File: src/ldr_pkg.sv
// Shared types, constants and helpers for the longest distinct run tracker.
`timescale 1ns / 1ps

package ldr_pkg;

    // Bits per symbol; the alphabet and the window ring both have 2^SYM_W entries.
    localparam int SYM_W   = 8;
    localparam int ALPHA   = 1 << SYM_W;
    localparam int RING_W  = 8;
    localparam int OUT_W   = 8;
    localparam int OUT_MAX = (1 << OUT_W) - 1;

    typedef logic [SYM_W-1:0] t_sym;

    // The symbol value that ends a string.
    localparam t_sym SYM_END = '0;

    typedef enum logic {
        ST_IDLE,
        ST_POP
    } t_state;

    // One access to the window ring: a write port and a read port.
    typedef struct packed {
        logic              we;
        t_sym              waddr;
        logic [RING_W-1:0] wdata;
        t_sym              raddr;
    } t_ring_req;

    // Result handed from the controller to the output register.
    typedef struct packed {
        logic             load;
        logic [OUT_W-1:0] length;
    } t_result;

    // Clamp a window length to the width of the result field.
    function automatic logic [OUT_W-1:0] f_sat_len(input t_sym len);
        if (int'(len) > OUT_MAX) begin
            f_sat_len = OUT_W'(OUT_MAX);
        end else begin
            f_sat_len = OUT_W'(len);
        end
    endfunction

endpackage

File: src/longest_distinct_run_tracker.sv
// Top level of the longest distinct run tracker: controller, window ring and result register.
`timescale 1ns / 1ps

//  Channel  Direction  Handshake               Payload
//  input    in         i_in_valid/o_in_stall   i_symbol (8 bits)
//  output   out        o_out_valid/i_out_stall o_longest_length (8 bits)
//
//  A new symbol is appended as it is taken. A repeated symbol is followed by pops of symbols from
//  the front of the window while the input stalls, since each pop needs one read of the window ring;
//  the last pop also appends the new symbol. A zero symbol loads the
//  result register. Reset is synchronous and active low; the presence bitmap clears at once.
//  The result register frees the input side, but a new beat is held off while a result
//  waits under stall, so no result is lost.

module longest_distinct_run_tracker (
    input  logic       i_clk,
    input  logic       i_rst_n,
    input  logic       i_in_valid,
    output logic       o_in_stall,
    input  logic [7:0] i_symbol,
    output logic       o_out_valid,
    input  logic       i_out_stall,
    output logic [7:0] o_longest_length
);
    import ldr_pkg::*;

    t_result           res;
    t_ring_req         ring_req;
    logic [RING_W-1:0] ring_rdata;
    logic              out_busy;

    logic             r_out_valid;
    logic [OUT_W-1:0] r_out_len;

    // A waiting result that the sink still stalls keeps the block from taking a beat.
    assign out_busy = r_out_valid && i_out_stall;

    ldr_window_ctrl u_ctrl (
        .i_clk        (i_clk),
        .i_rst_n      (i_rst_n),
        .i_in_valid   (i_in_valid),
        .o_in_stall   (o_in_stall),
        .i_symbol     (i_symbol),
        .i_out_busy   (out_busy),
        .o_res        (res),
        .o_ring_req   (ring_req),
        .i_ring_rdata (ring_rdata)
    );

    ldr_ring_ram u_ring (
        .i_clk   (i_clk),
        .i_req   (ring_req),
        .o_rdata (ring_rdata)
    );

    // Result register. It loads only when empty or being drained in the same cycle.
    always_ff @(posedge i_clk) begin
        if (!i_rst_n) begin
            r_out_valid <= 1'b0;
        end else if (res.load) begin
            r_out_valid <= 1'b1;
        end else if (!i_out_stall) begin
            r_out_valid <= 1'b0;
        end
    end

    always_ff @(posedge i_clk) begin
        if (res.load) begin
            r_out_len <= res.length;
        end
    end

    assign o_out_valid      = r_out_valid;
    assign o_longest_length = r_out_len;

`ifndef ASSERT_OFF
    a_end_gives_result: assert property (@(posedge i_clk) disable iff (!i_rst_n)
        (i_in_valid && !o_in_stall && i_symbol[SYM_W-1:0] == SYM_END) |=> o_out_valid)
        else $error("string end beat produced no result");

    a_drain_empties: assert property (@(posedge i_clk) disable iff (!i_rst_n)
        (o_out_valid && !i_out_stall && !res.load) |=> !o_out_valid)
        else $error("result repeated after it was taken");

    a_no_accept_when_full: assert property (@(posedge i_clk) disable iff (!i_rst_n)
        (o_out_valid && i_out_stall) |-> o_in_stall)
        else $error("beat accepted while a result waits under stall");
`endif

endmodule

File: src/ldr_ring_ram.sv
// Window ring memory: one write port and one registered read port.
`timescale 1ns / 1ps

module ldr_ring_ram (
    input  logic                      i_clk,
    input  ldr_pkg::t_ring_req        i_req,
    output logic [ldr_pkg::RING_W-1:0] o_rdata
);
    import ldr_pkg::*;

    logic [RING_W-1:0] r_mem [ALPHA];

    always_ff @(posedge i_clk) begin
        if (i_req.we) begin
            r_mem[i_req.waddr] <= i_req.wdata;
        end
    end

    always_ff @(posedge i_clk) begin
        o_rdata <= r_mem[i_req.raddr];
    end

endmodule

File: src/ldr_window_ctrl.sv
// Window controller: presence bitmap, ring pointers, best length and the pop sequencer.
`timescale 1ns / 1ps

module ldr_window_ctrl (
    input  logic                       i_clk,
    input  logic                       i_rst_n,
    input  logic                       i_in_valid,
    output logic                       o_in_stall,
    input  logic [7:0]                 i_symbol,
    input  logic                       i_out_busy,
    output ldr_pkg::t_result           o_res,
    output ldr_pkg::t_ring_req         o_ring_req,
    input  logic [ldr_pkg::RING_W-1:0] i_ring_rdata
);
    import ldr_pkg::*;

    t_state           r_state, n_state;
    t_sym             r_head, n_head;
    t_sym             r_len, n_len;
    t_sym             r_best, n_best;
    t_sym             r_sym, n_sym;
    logic [ALPHA-1:0] r_present, n_present;

    logic accept;
    t_sym sym;
    t_sym tail;
    t_sym len_inc;
    t_sym popped;

    always_comb begin
        sym        = i_symbol[SYM_W-1:0];
        o_in_stall = (r_state != ST_IDLE) || i_out_busy;
        accept     = i_in_valid && !o_in_stall;
        tail       = r_head + r_len;
        len_inc    = r_len + t_sym'(1);
        popped     = i_ring_rdata[SYM_W-1:0];

        n_state   = r_state;
        n_head    = r_head;
        n_len     = r_len;
        n_best    = r_best;
        n_sym     = r_sym;
        n_present = r_present;

        o_ring_req.we    = 1'b0;
        o_ring_req.waddr = tail;
        o_ring_req.wdata = RING_W'(r_sym);
        o_ring_req.raddr = r_head;

        o_res.load   = 1'b0;
        o_res.length = f_sat_len(r_best);

        case (r_state)
            ST_IDLE: begin
                if (accept) begin
                    if (sym == SYM_END) begin
                        o_res.load = 1'b1;
                        n_present  = '0;
                        n_head     = '0;
                        n_len      = '0;
                        n_best     = '0;
                    end else if (r_present[sym]) begin
                        // The front entry is read at this edge; popping starts next cycle.
                        n_sym   = sym;
                        n_state = ST_POP;
                    end else if (r_len < t_sym'(ALPHA - 1)) begin
                        o_ring_req.we    = 1'b1;
                        o_ring_req.wdata = RING_W'(sym);
                        n_present[sym]   = 1'b1;
                        n_len            = len_inc;
                        if (len_inc > r_best) begin
                            n_best = len_inc;
                        end
                    end
                end
            end
            ST_POP: begin
                // Drop the front symbol and fetch the one behind it.
                n_present[popped] = 1'b0;
                n_head            = r_head + t_sym'(1);
                n_len             = r_len - t_sym'(1);
                o_ring_req.raddr  = r_head + t_sym'(1);
                if (popped == r_sym || r_len == t_sym'(1)) begin
                    // The earlier copy is gone; append the new one at the unchanged tail.
                    o_ring_req.we    = 1'b1;
                    n_present[r_sym] = 1'b1;
                    n_len            = r_len;
                    n_state          = ST_IDLE;
                end
            end
            default: begin
                n_state = ST_IDLE;
            end
        endcase
    end

    always_ff @(posedge i_clk) begin
        if (!i_rst_n) begin
            r_state   <= ST_IDLE;
            r_head    <= '0;
            r_len     <= '0;
            r_best    <= '0;
            r_present <= '0;
        end else begin
            r_state   <= n_state;
            r_head    <= n_head;
            r_len     <= n_len;
            r_best    <= n_best;
            r_present <= n_present;
        end
    end

    always_ff @(posedge i_clk) begin
        r_sym <= n_sym;
    end

`ifndef ASSERT_OFF
    a_pop_nonempty: assert property (@(posedge i_clk) disable iff (!i_rst_n)
        r_state == ST_POP |-> r_len != '0)
        else $error("pop sequencer running on an empty window");

    a_map_matches_len: assert property (@(posedge i_clk) disable iff (!i_rst_n)
        $countones(r_present) == int'(r_len))
        else $error("presence bitmap count differs from window length");

    a_best_covers_len: assert property (@(posedge i_clk) disable iff (!i_rst_n)
        r_best >= r_len)
        else $error("best length fell below the current window length");

    a_end_clears: assert property (@(posedge i_clk) disable iff (!i_rst_n)
        (accept && sym == SYM_END) |=> (r_len == '0 && r_best == '0 && r_head == '0))
        else $error("string end did not clear the window");
`endif

endmodule
File: config.mk
export PLATFORM = sky130hd
export DESIGN_NAME = longest_distinct_run_tracker
export DESIGN_NICKNAME = d
export VERILOG_FILES = /design/src/ldr_pkg.sv /design/src/longest_distinct_run_tracker.sv /design/src/ldr_ring_ram.sv /design/src/ldr_window_ctrl.sv
export SDC_FILE = /design/constraint.sdc
export NUM_CORES = 2
export LEC_CHECK = 0
export ABC_AREA = 1
export BUFFER_PORTS_ARGS = -buffer_cell sky130_fd_sc_hd__buf_2
export CAP_MARGIN = 25
export CELL_PAD_IN_SITES_DETAIL_PLACEMENT = 0
export CELL_PAD_IN_SITES_GLOBAL_PLACEMENT = 1
export CORE_MARGIN = 10
export CORE_UTILIZATION = 45
export CTS_CLUSTER_SIZE = 25
export DETAILED_ROUTE_END_ITERATION = 10
export PLACE_DENSITY = 0.73
export SKIP_CTS_REPAIR_TIMING = 1
export SKIP_LAST_GASP = 1
export SYNTH_ARGS = -nofsm -noshare
export SYNTH_HDL_FRONTEND = slang
export SYNTH_SLANG_ARGS = --single-unit
File: constraint.sdc
create_clock -name i_clk -period 19.6 [get_ports i_clk]
set_input_delay 3.92 -clock i_clk [delete_from_list [all_inputs] [get_ports i_clk]]
set_output_delay 3.92 -clock i_clk [all_outputs]
set_load 0.05 [all_outputs]
=== Word level (Yosys, flattened, before mapping) ===
Memory sizes are Yosys's and may differ from the RTL's. A register that Yosys moved wholly into a read port is not among the register bits.
Index checks and enable logic that the tools add are counted.

* Register bits after elaboration: 298
* RAM bits: 2048
* Memories: 1
* Word-level logic and storage cells: 103

* Reductions and logical operators: 16
* Add/subtract/negate cells: 4
* Magnitude comparators: 8
* Muxes and demuxes: 51
* Bitwise logic cells: 6
* Eq/ne operators: 9

{| class="wikitable"
|+ Memories
! memory !! depth !! bits a word !! read ports !! clocked after memory_dff !! write ports !! RTL line !! text
|-
| u_ring.r_mem || 256 || 8 || 1 || 1 || 1 || ldr_ring_ram.sv:11 || <nowiki>logic [RING_W-1:0] r_mem [ALPHA];</nowiki>
|}

{| class="wikitable"
|+ Operator list
! kind !! count
|-
| $mux 256 || 5
|-
| $or 256x256->256 || 2
|-
| $pmux 256 s2 || 1
|-
| $and 256x256->256 || 1
|-
| $not 256->256 || 1
|-
| $mux 8 || 17
|-
| $pmux 8 s2 || 2
|-
| $lt 8x9->1 const B || 3
|-
| $demux 1 s8 || 3
|-
| $ge 8x1->1 const B || 3
|-
| $mux 1 || 20
|-
| $add 8x1->8 const B || 2
|-
| $add 8x8->8 || 1
|-
| $bmux 1 s8 || 1
|-
| $eq 8x1->1 const B || 1
|-
| $eq 8x8->1 || 1
|-
| $gt 8x8->1 || 1
|-
| $logic_not 8->1 || 1
|-
| $lt 8x8->1 const B || 1
|-
| $ne 2x1->1 const B || 4
|-
| $reduce_and 4->1 || 2
|-
| $sub 8x1->8 const B || 1
|-
| $logic_and 1x1->1 || 5
|-
| $reduce_and 5->1 || 1
|-
| 10 further kinds || 14
|}

=== Depth between registers and ports, before layout ===
* Depth in word-level cells: 10
* Depth in mapped cells: 24

=== By module ===
A second synthesis with hierarchy kept.

* Cell total of the unflattened synthesis: 11007
* Area, all modules: 106110.5 µm²

{| class="wikitable"
|+ By module, submodules not included
! module !! instances !! area each (µm²) !! cells an instance
|-
| ldr_ring_ram || 1 || 83396.2 || 7003
|-
| ldr_window_ctrl || 1 || 22430.3 || 3990
|-
| longest_distinct_run_tracker || 1 || 284.0 || 14
|}

=== Worst setup path after synthesis ===
No wires, ideal clock.

* Path type: input-to-reg
* Start: input port i_symbol[0]
* End: memory u_ring.r_mem[0][0], data pin
* Setup time: 2188 ps
* Setup slack: 1917 ps
* Stages: 19
* Arrival time: 15495 ps
* Path buffers: 4
* Cell sequence: buf_4 buf_4 buf_4 nand2_1 o21ai_0 nand2_1 nand2_1 nand2_1 nand2_1 nor2_1 nor2_1 nor2_1 nand2_1 nand2_1 nand2_2 nor2_8 nand3_4 clkbuf_1 o21ai_0

{| class="wikitable"
|+ RTL lines
! element !! RTL line !! text
|-
| start: declaration || longest_distinct_run_tracker.sv:20 || <nowiki>input logic [7:0] i_symbol,</nowiki>
|-
| end: declaration || ldr_ring_ram.sv:11 ||
|}

=== Final worst setup path ===
* Start: input port i_symbol[1]
* End: register u_ctrl.r_present[154]

* Word-level cells in the longest chain between the ends: 10
* Elaborated cells between the ends (all ways): 17

{| class="wikitable"
|+ RTL lines
! element !! RTL line !! text
|-
| $lt 8x9->1 (not written as such) or $ge 8x1->1 (tied branches) || ldr_window_ctrl.sv:69 || <nowiki>n_present[sym] = 1'b1;</nowiki>
|-
| $logic_and 1x1->1 (not written as such) || ldr_window_ctrl.sv:69 ||
|-
| $mux 1 (not written as such) || ldr_window_ctrl.sv:69 ||
|-
| $demux 1 s8 || n/a ||
|-
| $or 256x256->256 (no line) || n/a ||
|-
| $mux 256 || ldr_window_ctrl.sv:66 || <nowiki>end else if (r_len < t_sym'(ALPHA - 1)) begin</nowiki>
|-
| $mux 256 || ldr_window_ctrl.sv:62 || <nowiki>end else if (r_present[sym]) begin</nowiki>
|-
| $mux 256 || ldr_window_ctrl.sv:56 || <nowiki>if (sym == SYM_END) begin</nowiki>
|-
| $mux 256 || ldr_window_ctrl.sv:55 || <nowiki>if (accept) begin</nowiki>
|-
| $pmux 256 s2 || ldr_window_ctrl.sv:53 || <nowiki>case (r_state)</nowiki>
|-
| end signal: assignment || ldr_window_ctrl.sv:109 || <nowiki>r_present <= n_present;</nowiki>
|-
| end: declaration || ldr_window_ctrl.sv:22 || <nowiki>logic [ALPHA-1:0] r_present, n_present;</nowiki>
|}

Parallel ways exist; a longest one is shown, timed or not. The select of a mux whose other input is x is not followed.
A chain may end at the register's enable or synchronous reset.

==> implementation parameters <==
Parameter                              Value

Route
  Residual antenna-violating net count after detailed routing ... 0
  Iter 0 DRT Violations ... 9,908
  Post-DR wirelength/cell ... around 26 um
  Number of vias in the routed layout ... approximately 77,000
  Pre-Repair DR Iteration Count ... 7
  Via-per-instance ratio ... 5.935
  Routed wire length ... approximately 340,000 um
  Post-detailed-route DRC marker count ... 0

Yosys
  Area share of the largest cell type after synthesis ... 0.5738
  Yosys Warn Count ... 0
  Post-synth top flop ... edfxtp_1
  Sequential-to-total area share from yosys stat ... 0.6275
  EDFF count, synth ... approximately 2,100
  Per-instance average area after synthesis ... ~11 um2
  Largest area contributor in the synthesized netlist ... edfxtp_1
  FF+latch count, synth ... 2,354
  Syn Std Cell Area ... roughly 0.11 mm2
  Async SR Flop Fraction ... 0
  Post-synthesis net count ... between 9,000 and 10,000
  Post-synthesis instance total ... between 9,000 and 10,000
  Netlist cell types ... 50
  Top cells by area, synth ... edfxtp_1, mux2_2, nand2_1

Worst hold path
  Class of the tightest hold or removal check ... reg2reg

Clock network
  H-Tree Level Count ... 4
  Max clock buf depth ... 3
  CTS buffer count ... 241
  Clock tree from TritonCTS ... yes
  Clock root buffer ... clkbuf_16
  Clock Latency Late Sink ... 0.91 ns
  Sink Count ... roughly 2,400
  Reg clk slew, reported paths ... 0.06 ns

Power
  Power Total ... between 10 and 15 mW
  Static Leakage ... 43.25 nW
  Power per unit of standard cell area ... roughly 110 mW/mm2
  Max rail drop VDD ... 109.3 uV

Setup path
  Startpoint types ... primary input
  Nature of the critical path endpoint ... flop
  Crit Path Category ... in2reg
  Endpoint arrival time on the critical path ... around 10 ns
  R2r setup slk ... roughly 12 ns
  Max Fanout on Critical Path ... 96
  Data required time at the worst endpoint ... 20.33 ns

Global routing
  Overall global routing resource usage ... 0.2509
  Wire length of the first global-routing pass ... 493,100 um
  Largest net degree at the start of global routing ... 193
  Vias in the first global route ... ~73,000
  Final global-route overflow total ... 0
  Number of antenna violations at the first check in global routing ... 18

STA
  Final max-slew violation count ... 0
  Hold slack ... 0.4707 ns
  Worst slew slack as a fraction of its limit ... 0.2375
  Worst-case clock skew ... between 0.07 and 0.08 ns
  Measured slew at the worst slew-check pin ... between 1 and 1.5 ns
  Shortest period the worst path allows ... between 9 and 10 ns
  Final cycle utilization of the critical path ... 0.4785
  Final setup violating endpoints ... 0
  Unrepaired setup endpoints after global routing ... no
  Count of endpoints failing hold in the final timing report ... 0
  Total Neg Setup Slack ... 0 ns
  Max Freq ... ~0.11 GHz

Floorplan
  Die width ... 509.9 um
  I/O pin count ... 22
  Initial Util ... 0.4533
  Total Die Area ... 0.2600 mm2
  Area of the placeable core ... 0.2383 mm2
  Number of placement rows ... 179
  Height of the chip ... approximately 510 um

Finish
  Sequential cell area in the final layout ... around 0.068 mm2
  Commonest non-fill, non-tap cell in the layout ... nand2_1
  Share of layout cells above drive strength 1 ... 0.1327
  Fill count ... around 21,000
  Area occupied by multi-input gates ... 0.03633 mm2
  Most frequent cells in the layout ... nand2_1, edfxtp_1, o21ai_0
  Number of nets in the layout ... ~9,600
  Area delta synth->final ... 10.28%
  Non-Filler Instances ... 12,970

Job
  Number of max-cap violations ... 0

Status
  Result of the run ... complete, no violations

Place
  Weighted congestion at the end of routability-driven global placement ... 0.9080
  Number of cells in the design after placement ... roughly 13,000
  HPWL reported at the end of detailed placement ... around 190,000 um
  Number of I/O port buffers ... 21
## cell type report
type | instances | share of cell area
sequential | 2354 | 0.5691
inverter | 366 | 0.01170
timing repair buffer | 174 | 0.01323
clock buffer | 301 | 0.05364
multi-input combinational | 6451 | 0.3049
antenna | 10 | 0.0002101
clock inverter | 150 | 0.01396
tap | 3167 | 0.03326
## per-stage QoR
stage	instance area [um2]	setup WS (ns)	utilization
after CTS	118900	10.45	0.4990
after floorplan	108000	1.917	-
after global routing	119100	9.934	0.4998
final	119100	10.22	0.4999
after detailed placement	110900	9.553	0.4652
after global placement	110800	9.688	0.4650
## layer usage
layer	global-route usage	up-vias	part of all wire
met5	0	-	0.00023
met4	0.09047	10	0.039
met3	0.05273	756	0.096
met2	0.3799	3823	0.44
met1	0.3573	37990	0.42
li1	-	34410	-
## logic make-up after synthesis
family | count (synthesis) | synth area share
AO/OA/AOI/OAI | 1762 | 0.09210
multiplexers | 1016 | 0.1023
buffers and inverters | 1035 | 0.03906
adder cells (fa/ha/maj) | 21 | 0.002502
AND/OR/NAND/NOR | 3635 | 0.1351
flip-flops | 2354 | 0.6275
XOR/XNOR | 17 | 0.001378
## power breakdown
group          switching, mW  leakage [nW]  internal, mW  total, mW
clock network           2.01          3.91          2.66       4.67
registers              0.121          21.0          5.79       5.91
logic                   1.74          18.4         0.740       2.48
total                   3.87          43.3          9.19       13.1
## flip-flops by register name, indices dropped and copies added (netlist names)
signal,flops
u_ring.r_mem,2048
u_ctrl.r_present,256
o_longest_length,8
u_ctrl.r_best,8
u_ctrl.r_head,8
u_ctrl.r_len,8
u_ctrl.r_sym,8
u_ring.o_rdata,8
o_out_valid,1
u_ctrl.r_state,1
## final timing paths
kind / start / endpoint / cells after the start
setup / recovery: i_symbol[1] / u_ctrl.r_present[154] / 23
setup reg to reg: u_ctrl.r_state / u_ring.o_rdata[4] / 15
hold / removal: u_ctrl.r_best[7] / o_longest_length[7] / 0
hold reg to reg: u_ctrl.r_best[7] / o_longest_length[7] / 0
## critical path, cell delays in order
cell and delay (ns):
buf_2 0.11, buf_4 0.28, inv_2 0.55, buf_4 0.65, nand2_1 0.14, nand2_1 0.08
nand2_1 0.04, nand2_1 0.10, nor2_1 0.07, nor2_1 0.31, nor2_1 0.07, nand2_1 0.09
nand2_1 0.06, nand2_2 0.11, nor2_8 0.08, nand2_1 0.10, nand2_4 0.46, nand2_4 0.62
buf_4 0.84, buf_4 0.93, nand2_1 0.10, nand2_1 0.10, nor2_1 0.04
## synth_stat cells, drive strengths merged, types with 41 or more instances
master	instances
nor2	918
a31oi	50
mux2	708
o211ai	121
a21oi	309
nand3	573
edfxtp	2064
a211oi	84
inv	361
mux2i	308
nand2	2114
o21ai	985
dfxtp	290
o31ai	41
clkbuf	382
o22ai	61
buf	287
No activity file was read; power rests on OpenSTA's default activity.
